--- config.mk ---
export PLATFORM = sky130hd
export DESIGN_NAME = packed_pattern_row_decoder_core
export DESIGN_NICKNAME = d
export VERILOG_FILES = /design/src/hw/rtl/pprd_pkg.sv /design/src/hw/rtl/pprd_row_store.sv /design/src/hw/rtl/packed_pattern_row_decoder_core.sv
export SDC_FILE = /design/constraint.sdc
export NUM_CORES = 2
export LEC_CHECK = 0
export BUFFER_PORTS_ARGS = -buffer_cell sky130_fd_sc_hd__buf_2
export CORE_MARGIN = 5
export CORE_UTILIZATION = 40
export DETAILED_ROUTE_END_ITERATION = 6
export PLACE_DENSITY = 0.6
export SLEW_MARGIN = 40
export SYNTH_ARGS = -nofsm -noshare
export SYNTH_HDL_FRONTEND = slang
export SYNTH_SLANG_ARGS = --single-unit
--- constraint.sdc ---
create_clock -name clk_i -period 5.1 [get_ports clk_i]
set_clock_uncertainty 0.15 [all_clocks]
set_input_delay 1.275 -clock clk_i [delete_from_list [all_inputs] [get_ports clk_i]]
set_output_delay 1.275 -clock clk_i [all_outputs]
set_load 0.01 [all_outputs]
--- src/hw/rtl/pprd_pkg.sv ---
`timescale 1ns / 1ps
// ----------------------------------------------------------------------------
// pprd_pkg
// shared types and constants of the packed pattern row decoder
// ----------------------------------------------------------------------------
package pprd_pkg;

  localparam int unsigned ChanW  = 4;
  localparam int unsigned RowW   = 6;
  localparam int unsigned ByteW  = 8;
  localparam int unsigned FlagsW = 15;

  localparam logic [ByteW-1:0] NoneByte = 8'hff;

  // sequencer states, one-hot
  typedef enum logic [3:0] {
    ST_TAKE = 4'b0001,
    ST_EXEC = 4'b0010,
    ST_EMIT = 4'b0100,
    ST_ERR  = 4'b1000
  } state_e;

  // stream parse phases, one-hot
  typedef enum logic [4:0] {
    PH_CNT_LO = 5'b00001,
    PH_CNT_HI = 5'b00010,
    PH_FLAG   = 5'b00100,
    PH_FIELDS = 5'b01000,
    PH_ARG    = 5'b10000
  } phase_e;

  // byte slots of one channel entry
  typedef enum logic [2:0] {
    SLOT_NOTE  = 3'd0,
    SLOT_INSTR = 3'd1,
    SLOT_VOL   = 3'd2,
    SLOT_CMD   = 3'd3,
    SLOT_ARG   = 3'd4
  } slot_e;

  typedef struct packed {
    logic [ByteW-1:0] note_code;
    logic [ByteW-1:0] instrument;
    logic [ByteW-1:0] volume;
    logic [ByteW-1:0] command;
    logic [ByteW-1:0] argument;
  } entry_t;

  typedef struct packed {
    logic             en;
    logic [ChanW-1:0] chan;
    slot_e            slot;
    logic [ByteW-1:0] data;
  } store_wr_t;

endpackage

--- src/hw/rtl/pprd_row_store.sv ---
`timescale 1ns / 1ps
// ----------------------------------------------------------------------------
// pprd_row_store
// per-channel entry store of the current row, byte writable, all ones at rest
// ----------------------------------------------------------------------------
module pprd_row_store #(
  parameter int unsigned CHANNELS = 16
) (
  input  logic                          clk_i,
  input  logic                          rst_ni,
  input  pprd_pkg::store_wr_t           wr_i,
  input  logic                          clr_i,
  input  logic [pprd_pkg::ChanW-1:0]    rd_chan_i,
  output pprd_pkg::entry_t              rd_entry_o
);

  localparam int unsigned IdxW = (CHANNELS > 1) ? $clog2(CHANNELS) : 1;

  pprd_pkg::entry_t entry_q [CHANNELS];
  logic             wr_hit;

  // channels past the configured count are consumed but not kept
  assign wr_hit = wr_i.en &&
                  ({1'b0, wr_i.chan} < (pprd_pkg::ChanW + 1)'(CHANNELS));

  always_ff @(posedge clk_i or negedge rst_ni) begin
    if (!rst_ni) begin
      for (int i = 0; i < CHANNELS; i++) begin
        entry_q[i] <= '1;
      end
    end else if (clr_i) begin
      for (int i = 0; i < CHANNELS; i++) begin
        entry_q[i] <= '1;
      end
    end else if (wr_hit) begin
      unique case (wr_i.slot)
        pprd_pkg::SLOT_NOTE:  entry_q[wr_i.chan[IdxW-1:0]].note_code  <= wr_i.data;
        pprd_pkg::SLOT_INSTR: entry_q[wr_i.chan[IdxW-1:0]].instrument <= wr_i.data;
        pprd_pkg::SLOT_VOL:   entry_q[wr_i.chan[IdxW-1:0]].volume     <= wr_i.data;
        pprd_pkg::SLOT_CMD:   entry_q[wr_i.chan[IdxW-1:0]].command    <= wr_i.data;
        pprd_pkg::SLOT_ARG:   entry_q[wr_i.chan[IdxW-1:0]].argument   <= wr_i.data;
        default: ;
      endcase
    end
  end

  assign rd_entry_o = entry_q[rd_chan_i[IdxW-1:0]];

endmodule

--- src/hw/rtl/packed_pattern_row_decoder_core.sv ---
`timescale 1ns / 1ps
// ----------------------------------------------------------------------------
// packed_pattern_row_decoder_core
// parses a packed pattern byte stream and emits one transaction per channel
// entry at each row end
// ----------------------------------------------------------------------------
// usage:
//  - input channel (in_valid_i/in_ready_o) carries one stream byte, or an
//    end-of-data marker, per transaction
//  - output channel (out_valid_o/out_ready_i) carries channel entries of a
//    finished row, or a single error transaction
//  - every input byte is captured in ST_TAKE and parsed in ST_EXEC; in_ready_o
//    is low while the byte is parsed
//  - a zero flag byte starts a row sweep: CHANNELS output transactions, one
//    per cycle at best, read from the row store by the sweep counter; input
//    is held off until the last entry sits in the output register
//  - an error passes through ST_ERR, which waits for a free output slot
//  - a stalled receiver simply holds the output register and the sweep;
//    bytes keep being accepted while a result waits, except in a sweep or error
//  - reset: parser waits for the count low byte, row store reads all ones,
//    output register empty
// ----------------------------------------------------------------------------
module packed_pattern_row_decoder_core #(
  parameter int unsigned CHANNELS = 16,
  parameter int unsigned ROWS     = 64
) (
  input  logic       clk_i,
  input  logic       rst_ni,
  // byte stream in
  input  logic       in_valid_i,
  output logic       in_ready_o,
  input  logic [7:0] data_byte_i,
  input  logic       no_more_data_i,
  // entries out
  output logic       out_valid_o,
  input  logic       out_ready_i,
  output logic       status_o,
  output logic [3:0] channel_o,
  output logic [5:0] row_number_o,
  output logic [7:0] note_code_o,
  output logic [7:0] instrument_o,
  output logic [7:0] volume_o,
  output logic [7:0] command_o,
  output logic [7:0] argument_o,
  output logic       last_of_row_o,
  output logic       pattern_done_o
);

  localparam logic [pprd_pkg::ChanW-1:0] LastChan = pprd_pkg::ChanW'(CHANNELS - 1);
  localparam logic [pprd_pkg::RowW-1:0]  LastRow  = pprd_pkg::RowW'(ROWS - 1);

  // sequencer and parser state
  pprd_pkg::state_e state_q, state_d;
  pprd_pkg::phase_e phase_q, phase_d;
  logic [3:0]                    pend_q, pend_d;
  logic [pprd_pkg::ChanW-1:0]    chan_q, chan_d;
  logic [pprd_pkg::RowW-1:0]     row_q, row_d;
  logic [pprd_pkg::FlagsW-1:0]   flags_left_q, flags_left_d;
  logic [7:0]                    count_low_q, count_low_d;
  logic [pprd_pkg::ChanW-1:0]    sweep_q, sweep_d;

  // captured input transaction
  logic [7:0] byte_q;
  logic       end_q;

  // output register
  logic                       out_valid_q, out_valid_d;
  logic                       status_q;
  logic [pprd_pkg::ChanW-1:0] channel_q;
  logic [pprd_pkg::RowW-1:0]  row_out_q;
  pprd_pkg::entry_t           entry_out_q;
  logic                       last_q, done_q;

  // store interface
  pprd_pkg::store_wr_t store_wr;
  logic                store_clr;
  pprd_pkg::entry_t    store_rd;

  logic in_fire, slot_free, load_row, load_err, sweep_last, last_row;

  assign in_ready_o = (state_q == pprd_pkg::ST_TAKE);
  assign in_fire    = in_valid_i && in_ready_o;
  assign slot_free  = !out_valid_q || out_ready_i;
  assign sweep_last = (sweep_q == LastChan);
  assign last_row   = (row_q == LastRow);

  pprd_row_store #(
    .CHANNELS (CHANNELS)
  ) u_row_store (
    .clk_i      (clk_i),
    .rst_ni     (rst_ni),
    .wr_i       (store_wr),
    .clr_i      (store_clr),
    .rd_chan_i  (sweep_q),
    .rd_entry_o (store_rd)
  );

  // sequencer: capture, parse, row sweep, error hand-off
  always_comb begin
    state_d      = state_q;
    phase_d      = phase_q;
    pend_d       = pend_q;
    chan_d       = chan_q;
    row_d        = row_q;
    flags_left_d = flags_left_q;
    count_low_d  = count_low_q;
    sweep_d      = sweep_q;
    store_wr     = '{en: 1'b0, chan: chan_q, slot: pprd_pkg::SLOT_NOTE, data: byte_q};
    store_clr    = 1'b0;
    load_row     = 1'b0;
    load_err     = 1'b0;

    unique case (state_q)
      pprd_pkg::ST_TAKE: begin
        if (in_fire) begin
          state_d = pprd_pkg::ST_EXEC;
        end
      end

      pprd_pkg::ST_EXEC: begin
        state_d = pprd_pkg::ST_TAKE;
        if (end_q) begin
          // end of data only matters inside a pattern
          if (phase_q != pprd_pkg::PH_CNT_LO) begin
            state_d = pprd_pkg::ST_ERR;
          end
        end else begin
          unique case (phase_q)
            pprd_pkg::PH_CNT_LO: begin
              count_low_d = byte_q;
              phase_d     = pprd_pkg::PH_CNT_HI;
            end
            pprd_pkg::PH_CNT_HI: begin
              // negative count allows no flags
              flags_left_d = byte_q[7] ? '0 : {byte_q[6:0], count_low_q};
              row_d        = '0;
              phase_d      = pprd_pkg::PH_FLAG;
            end
            pprd_pkg::PH_FLAG: begin
              if (flags_left_q == '0) begin
                state_d = pprd_pkg::ST_ERR;
              end else begin
                flags_left_d = flags_left_q - pprd_pkg::FlagsW'(1);
                if (byte_q == 8'h00) begin
                  state_d = pprd_pkg::ST_EMIT;
                  sweep_d = '0;
                end else begin
                  chan_d = byte_q[3:0];
                  pend_d = byte_q[7:4];
                  if (byte_q[7:4] != 4'h0) begin
                    phase_d = pprd_pkg::PH_FIELDS;
                  end
                end
              end
            end
            pprd_pkg::PH_FIELDS: begin
              store_wr.en = 1'b1;
              priority if (pend_q[3]) begin
                store_wr.slot = pprd_pkg::SLOT_NOTE;
                pend_d        = {1'b0, pend_q[2:0]};
              end else if (pend_q[2]) begin
                store_wr.slot = pprd_pkg::SLOT_INSTR;
                pend_d        = {2'b00, pend_q[1:0]};
              end else if (pend_q[1]) begin
                store_wr.slot = pprd_pkg::SLOT_VOL;
                pend_d        = {3'b000, pend_q[0]};
              end else begin
                store_wr.slot = pprd_pkg::SLOT_CMD;
                pend_d        = 4'h0;
              end
              if (!pend_q[3] && !pend_q[2] && !pend_q[1]) begin
                phase_d = pprd_pkg::PH_ARG;
              end else if (pend_d == 4'h0) begin
                phase_d = pprd_pkg::PH_FLAG;
              end
            end
            pprd_pkg::PH_ARG: begin
              store_wr.en   = 1'b1;
              store_wr.slot = pprd_pkg::SLOT_ARG;
              phase_d       = pprd_pkg::PH_FLAG;
            end
            default: phase_d = pprd_pkg::PH_CNT_LO;
          endcase
        end
      end

      pprd_pkg::ST_EMIT: begin
        // one entry per free output slot
        if (slot_free) begin
          load_row = 1'b1;
          sweep_d  = sweep_q + pprd_pkg::ChanW'(1);
          if (sweep_last) begin
            store_clr = 1'b1;
            sweep_d   = '0;
            state_d   = pprd_pkg::ST_TAKE;
            if (last_row) begin
              row_d   = '0;
              phase_d = pprd_pkg::PH_CNT_LO;
            end else begin
              row_d = row_q + pprd_pkg::RowW'(1);
            end
          end
        end
      end

      pprd_pkg::ST_ERR: begin
        if (slot_free) begin
          // error transaction, then full parser reset
          load_err     = 1'b1;
          store_clr    = 1'b1;
          phase_d      = pprd_pkg::PH_CNT_LO;
          pend_d       = 4'h0;
          chan_d       = '0;
          row_d        = '0;
          flags_left_d = '0;
          count_low_d  = '0;
          state_d      = pprd_pkg::ST_TAKE;
        end
      end

      default: state_d = pprd_pkg::ST_TAKE;
    endcase
  end

  // output register valid
  always_comb begin
    out_valid_d = out_valid_q;
    if (load_row || load_err) begin
      out_valid_d = 1'b1;
    end else if (out_ready_i) begin
      out_valid_d = 1'b0;
    end
  end

  // control state
  always_ff @(posedge clk_i or negedge rst_ni) begin
    if (!rst_ni) begin
      state_q      <= pprd_pkg::ST_TAKE;
      phase_q      <= pprd_pkg::PH_CNT_LO;
      pend_q       <= 4'h0;
      chan_q       <= '0;
      row_q        <= '0;
      flags_left_q <= '0;
      count_low_q  <= '0;
      sweep_q      <= '0;
      out_valid_q  <= 1'b0;
    end else begin
      state_q      <= state_d;
      phase_q      <= phase_d;
      pend_q       <= pend_d;
      chan_q       <= chan_d;
      row_q        <= row_d;
      flags_left_q <= flags_left_d;
      count_low_q  <= count_low_d;
      sweep_q      <= sweep_d;
      out_valid_q  <= out_valid_d;
    end
  end

  // captured byte, no reset needed
  always_ff @(posedge clk_i) begin
    if (in_fire) begin
      byte_q <= data_byte_i;
      end_q  <= no_more_data_i;
    end
  end

  // output payload
  always_ff @(posedge clk_i) begin
    if (load_row) begin
      status_q    <= 1'b0;
      channel_q   <= sweep_q;
      row_out_q   <= row_q;
      entry_out_q <= store_rd;
      last_q      <= sweep_last;
      done_q      <= sweep_last && last_row;
    end else if (load_err) begin
      status_q    <= 1'b1;
      channel_q   <= '0;
      row_out_q   <= row_q;
      entry_out_q <= '{default: pprd_pkg::NoneByte};
      last_q      <= 1'b1;
      done_q      <= 1'b0;
    end
  end

  assign out_valid_o    = out_valid_q;
  assign status_o       = status_q;
  assign channel_o      = channel_q;
  assign row_number_o   = row_out_q;
  assign note_code_o    = entry_out_q.note_code;
  assign instrument_o   = entry_out_q.instrument;
  assign volume_o       = entry_out_q.volume;
  assign command_o      = entry_out_q.command;
  assign argument_o     = entry_out_q.argument;
  assign last_of_row_o  = last_q;
  assign pattern_done_o = done_q;

`ifndef SYNTHESIS
  // a captured byte is always parsed before the next one is taken
  assert property (@(posedge clk_i) disable iff (!rst_ni)
    in_fire |=> (state_q == pprd_pkg::ST_EXEC) && !in_ready_o)
    else $error("byte accepted without a parse cycle");

  // pattern end only on the last entry of a good row
  assert property (@(posedge clk_i) disable iff (!rst_ni)
    (out_valid_o && pattern_done_o) |-> (last_of_row_o && !status_o))
    else $error("pattern_done on a non-final or error entry");

  // error transactions close the row and carry channel zero
  assert property (@(posedge clk_i) disable iff (!rst_ni)
    (out_valid_o && status_o) |-> (last_of_row_o && (channel_o == '0)))
    else $error("malformed error transaction");

  // the row sweep never runs past the configured channel count
  assert property (@(posedge clk_i) disable iff (!rst_ni)
    (state_q == pprd_pkg::ST_EMIT) |-> ({1'b0, sweep_q} < 5'(CHANNELS)))
    else $error("row sweep out of range");
`endif

endmodule
==> PnR_summary.wiki <==
{| class="wikitable"
! Metric !! Value
|-
| Area of the core || 91400 um2
|-
| Area grow syn2layout || 11.0%
|-
| Count of distinct cell types in the synthesized netlist || 67
|-
| Maximum number of pins on one net before global-route repair || between 150 and 200
|-
| Root cell of the clock tree || clkbuf_16
|-
| Number of ports placed on the die boundary || a little under 70
|-
| Antenna diode count || 0
|-
| Synthesis Warnings || 0
|-
| Ranking of synthesized cells by area || dfstp_2 46%, mux4_2 12%, nand2_1 7.7%
|-
| Number of cell rows || around 110
|-
| Final setup viols || 0
|-
| Commonest cells after routing, fill and taps aside || 755 x nand2_1, 642 x dfstp_2, 322 x o211ai_1, 262 x mux2i_1, 200 x mux4_2
|-
| Via count of the first global-routing pass || approximately 25000
|-
| Fraction of final layout cells sized beyond drive strength 1 || 39.8%
|-
| Buffers on Ports || 67
|-
| Final slew viol count || 0
|-
| Setup TNS || 0 ps
|-
| PostCTS Resize Cnt || 0
|-
| Power density over cell area || just under 400 nW/um2
|-
| Number of flip-flops and latches in the synthesized netlist || 753
|-
| Source-to-sink clock delay at the later pin of the worst-skew pair || roughly 630 ps
|-
| Routability-driven placement congestion ratio || 0.800
|-
| Post-CTS setup buffers || 0
|-
| Headroom to the max-slew limit || a little over two fifths
|-
| Arrival time reported for the critical path endpoint || 2060 ps
|-
| Required arrival time at the worst endpoint || approximately 3700 ps
|-
| Number of clock sinks seen by CTS || ~750
|-
| Element type at the critical path end || output pin
|-
| Highest net fanout along the worst path || 8
|-
| Starting utilization of the core area || 40.2%
|-
| Final wirelength || 95200 um
|-
| Peak ir drop on the vdd network || between 0.3 and 0.4 mV
|-
| Overall overflow remaining after global route || 0
|-
| Height of the die || about 310 um
|-
| Avg Vias per Cell || slightly below 6
|-
| Fillers || 8156
|-
| Die W || ~310 um
|-
| Number of hold buffers added after CTS || 0
|-
| Unrepaired setup endpoints after global routing || no
|-
| Post-DRT Antenna Nets || 0
|-
| Most common flop cell mapped by yosys || dfstp_2
|-
| Hold violation total from the final report || 0
|-
| Worst Hold Path Cells || 2
|-
| Post-Syn Area || between 30000 and 40000 um2
|-
| Sequential area share after synthesis || between 50% and 60%
|-
| Synth top area share || between 40% and 50%
|-
| Average footprint of a synthesized cell || between 10 and 15 um2
|-
| Die ar. || slightly below 100000 um2
|-
| Placed Cells incl. Taps || 4067
|-
| Result of the run || complete, no violations
|-
| FMAX || 0.287 GHz
|-
| Total vias in the final route || 24300
|-
| Number of DRC markers after the initial detailed-route iteration || approximately 2100
|-
| Worst Max-Slew Pin Slew || about 840 ps
|-
| Total CTS buffers || between 70 and 80
|-
| Post-synth top area cell || dfstp_2
|-
| Number of antenna violations at the first check in global routing || 3
|-
| Period utilisation layout || 68.4%
|-
| Synth Net Count || between 3000 and 4000
|-
| Detailed placement HPWL || between 50000 and 60000 um
|-
| NumNets Final || slightly below 3000
|-
| Footprint of the flip-flops and latches || 20000 um2
|-
| Post-synthesis instance total || about 3100
|-
| H-Tree Level Count || 3
|-
| Clock tree from TritonCTS || done
|-
| Fin crit period || approximately 3500 ps
|-
| Worst hold path type || flip-flop to flip-flop
|-
| Kind of critical path || flip-flop to output pin
|-
| DRC violation count after routing || 0
|-
| CP startpoint kind || flip-flop
|-
| All-layer global routing usage || a little under a fifth
|-
| Post-synthesis async set-or-reset flop share || about nine tenths
|-
| Clock-pin slew reported for the worst setup and hold paths after clock tree synthesis || 60 ps
|-
| Buffers from clock root to sink, at most || 3
|-
| Global-route wire length before repair || ~150000 um
|-
| Leakage power of the design || approximately 17 nW
|-
| Number of cells on the worst reg-to-reg path || 6
|-
| Most common cell after layout, fill and taps aside || nand2_1
|-
| Detailed Routing Iterations Pass 1 || 5
|-
| Count of flip-flops with a built-in enable after synthesis || 61
|-
| Final cell count without fillers || between 4000 and 5000
|-
| Max-capacitance violation count || 0
|-
| Area used by multi-input combinational logic || ~15000 um2
|-
| WL per Instance || about 23 um
|}
==> final cells by class <==
class	count	share of cell area, %
clock buffer	121	5.96
clock inverter	21	0.396
inverter	15	0.153
multi-input combinational	1978	38.0
sequential	753	49.0
tap	1186	3.64
timing repair buffer	137	2.92
==> registers in the layout, summed over array words and instances (netlist names), 5 cells and up <==
signal and flops:
volume_o 8, command_o 8, phase_q 5, count_low_q 8
flags_left_q 15, note_code_o 8, u_row_store.entry_q 640, instrument_o 8
row_number_o 6, row_q 6, argument_o 8, byte_q 8
==> cell families (layout without fill, tap and decap cells) <==
logic type / Yosys count / count (layout) / share of synthesized area [%]
muxes: 464 / 464 / 19.5
buffers and inverters: 321 / 294 / 3.88
xor gates and xnor gates: 1 / 1 / 0.0238
and+or+nand+nor: 1065 / 1065 / 13.5
DFF: 753 / 753 / 54.3
AOI/OAI and AO/OA: 443 / 443 / 8.69
adders and majority gates: 5 / 5 / 0.163
==> power by group <==
part	switching (mW)	internal (mW)	total (mW)
registers	0.367	6.27	6.64
logic	2.19	1.13	3.32
clock network	2.40	3.34	5.75
==> stage by stage <==
step                total power, mW  util, %  instance area [um2]  worst slack [ps]  hold WS, ps
global route                   16.4     44.6                40800              1510          355
detailed placement             10.0     41.7                38100              1550          326
global placement               9.92     41.6                38000              1660          317
floorplan                      8.76        -                36700               799          291
finish                         15.7     44.6                40800              1610          337
CTS                            15.9     44.5                40700              1570          340
==> per-layer routing <==
| layer | vias up | track usage, % | part of all wire [%] |
|---|---|---|---|
| met2 | 642 | 32.4 | 50 |
| met5 | - | 0 | 0.014 |
| met4 | 2 | 6.03 | 2.6 |
| met1 | 12700 | 25.8 | 42 |
| met3 | 154 | 2.77 | 5.0 |
| li1 | 10800 | - | - |
==> Yosys cell counts (3+ instances only) <==
| library cell | number |
|---|---|
| buf_1 | 18 |
| or4b_2 | 3 |
| ha_1 | 4 |
| mux2i_1 | 262 |
| nor4b_1 | 5 |
| nand4_1 | 3 |
| clkbuf_1 | 217 |
| or3_1 | 6 |
| o21a_1 | 3 |
| dfrtp_1 | 49 |
| buf_2 | 49 |
| edfxtp_1 | 61 |
| a31oi_1 | 14 |
| nor2b_1 | 5 |
| o21ai_0 | 46 |
| nor3_1 | 11 |
| a32oi_1 | 4 |
| nand2b_1 | 49 |
| o211ai_1 | 322 |
| nand2_1 | 755 |
| nor4_1 | 8 |
| and2_1 | 21 |
| and3_1 | 12 |
| mux4_2 | 200 |
| buf_6 | 21 |
| nand3_1 | 73 |
| nand3_4 | 10 |
| or2_2 | 4 |
| a21oi_1 | 12 |
| inv_2 | 3 |
| dfstp_2 | 642 |
| o22ai_1 | 3 |
| nor2_1 | 38 |
| inv_1 | 12 |
| o31ai_1 | 14 |
| nand3_2 | 50 |
==> critical path, stage by stage, from the launching register on <==
cell and delay (ps):
dfstp_2 600, nor4b_1 580, buf_2 260
==> worst paths after layout <==
path | startpoint | endpoint | slack, ps
min in group asynchronous | rst_ni | u_row_store.entry_q[405]$_DFFE_PN1P_ | 600
hold / removal | u_row_store.entry_q[601]$_DFFE_PN1P_ | u_row_store.entry_q[601]$_DFFE_PN1P_ | 340
setup / recovery | state_q[0]$_DFFE_PN1P_ | in_ready_o | 1610
hold reg to reg | u_row_store.entry_q[601]$_DFFE_PN1P_ | u_row_store.entry_q[601]$_DFFE_PN1P_ | 340
max in group asynchronous | rst_ni | u_row_store.entry_q[297]$_DFFE_PN1P_ | 3120
setup reg to reg | state_q[3]$_DFFE_PN0P_ | u_row_store.entry_q[32]$_DFFE_PN1P_ | 1700
(Power assumes the default switching activity.)
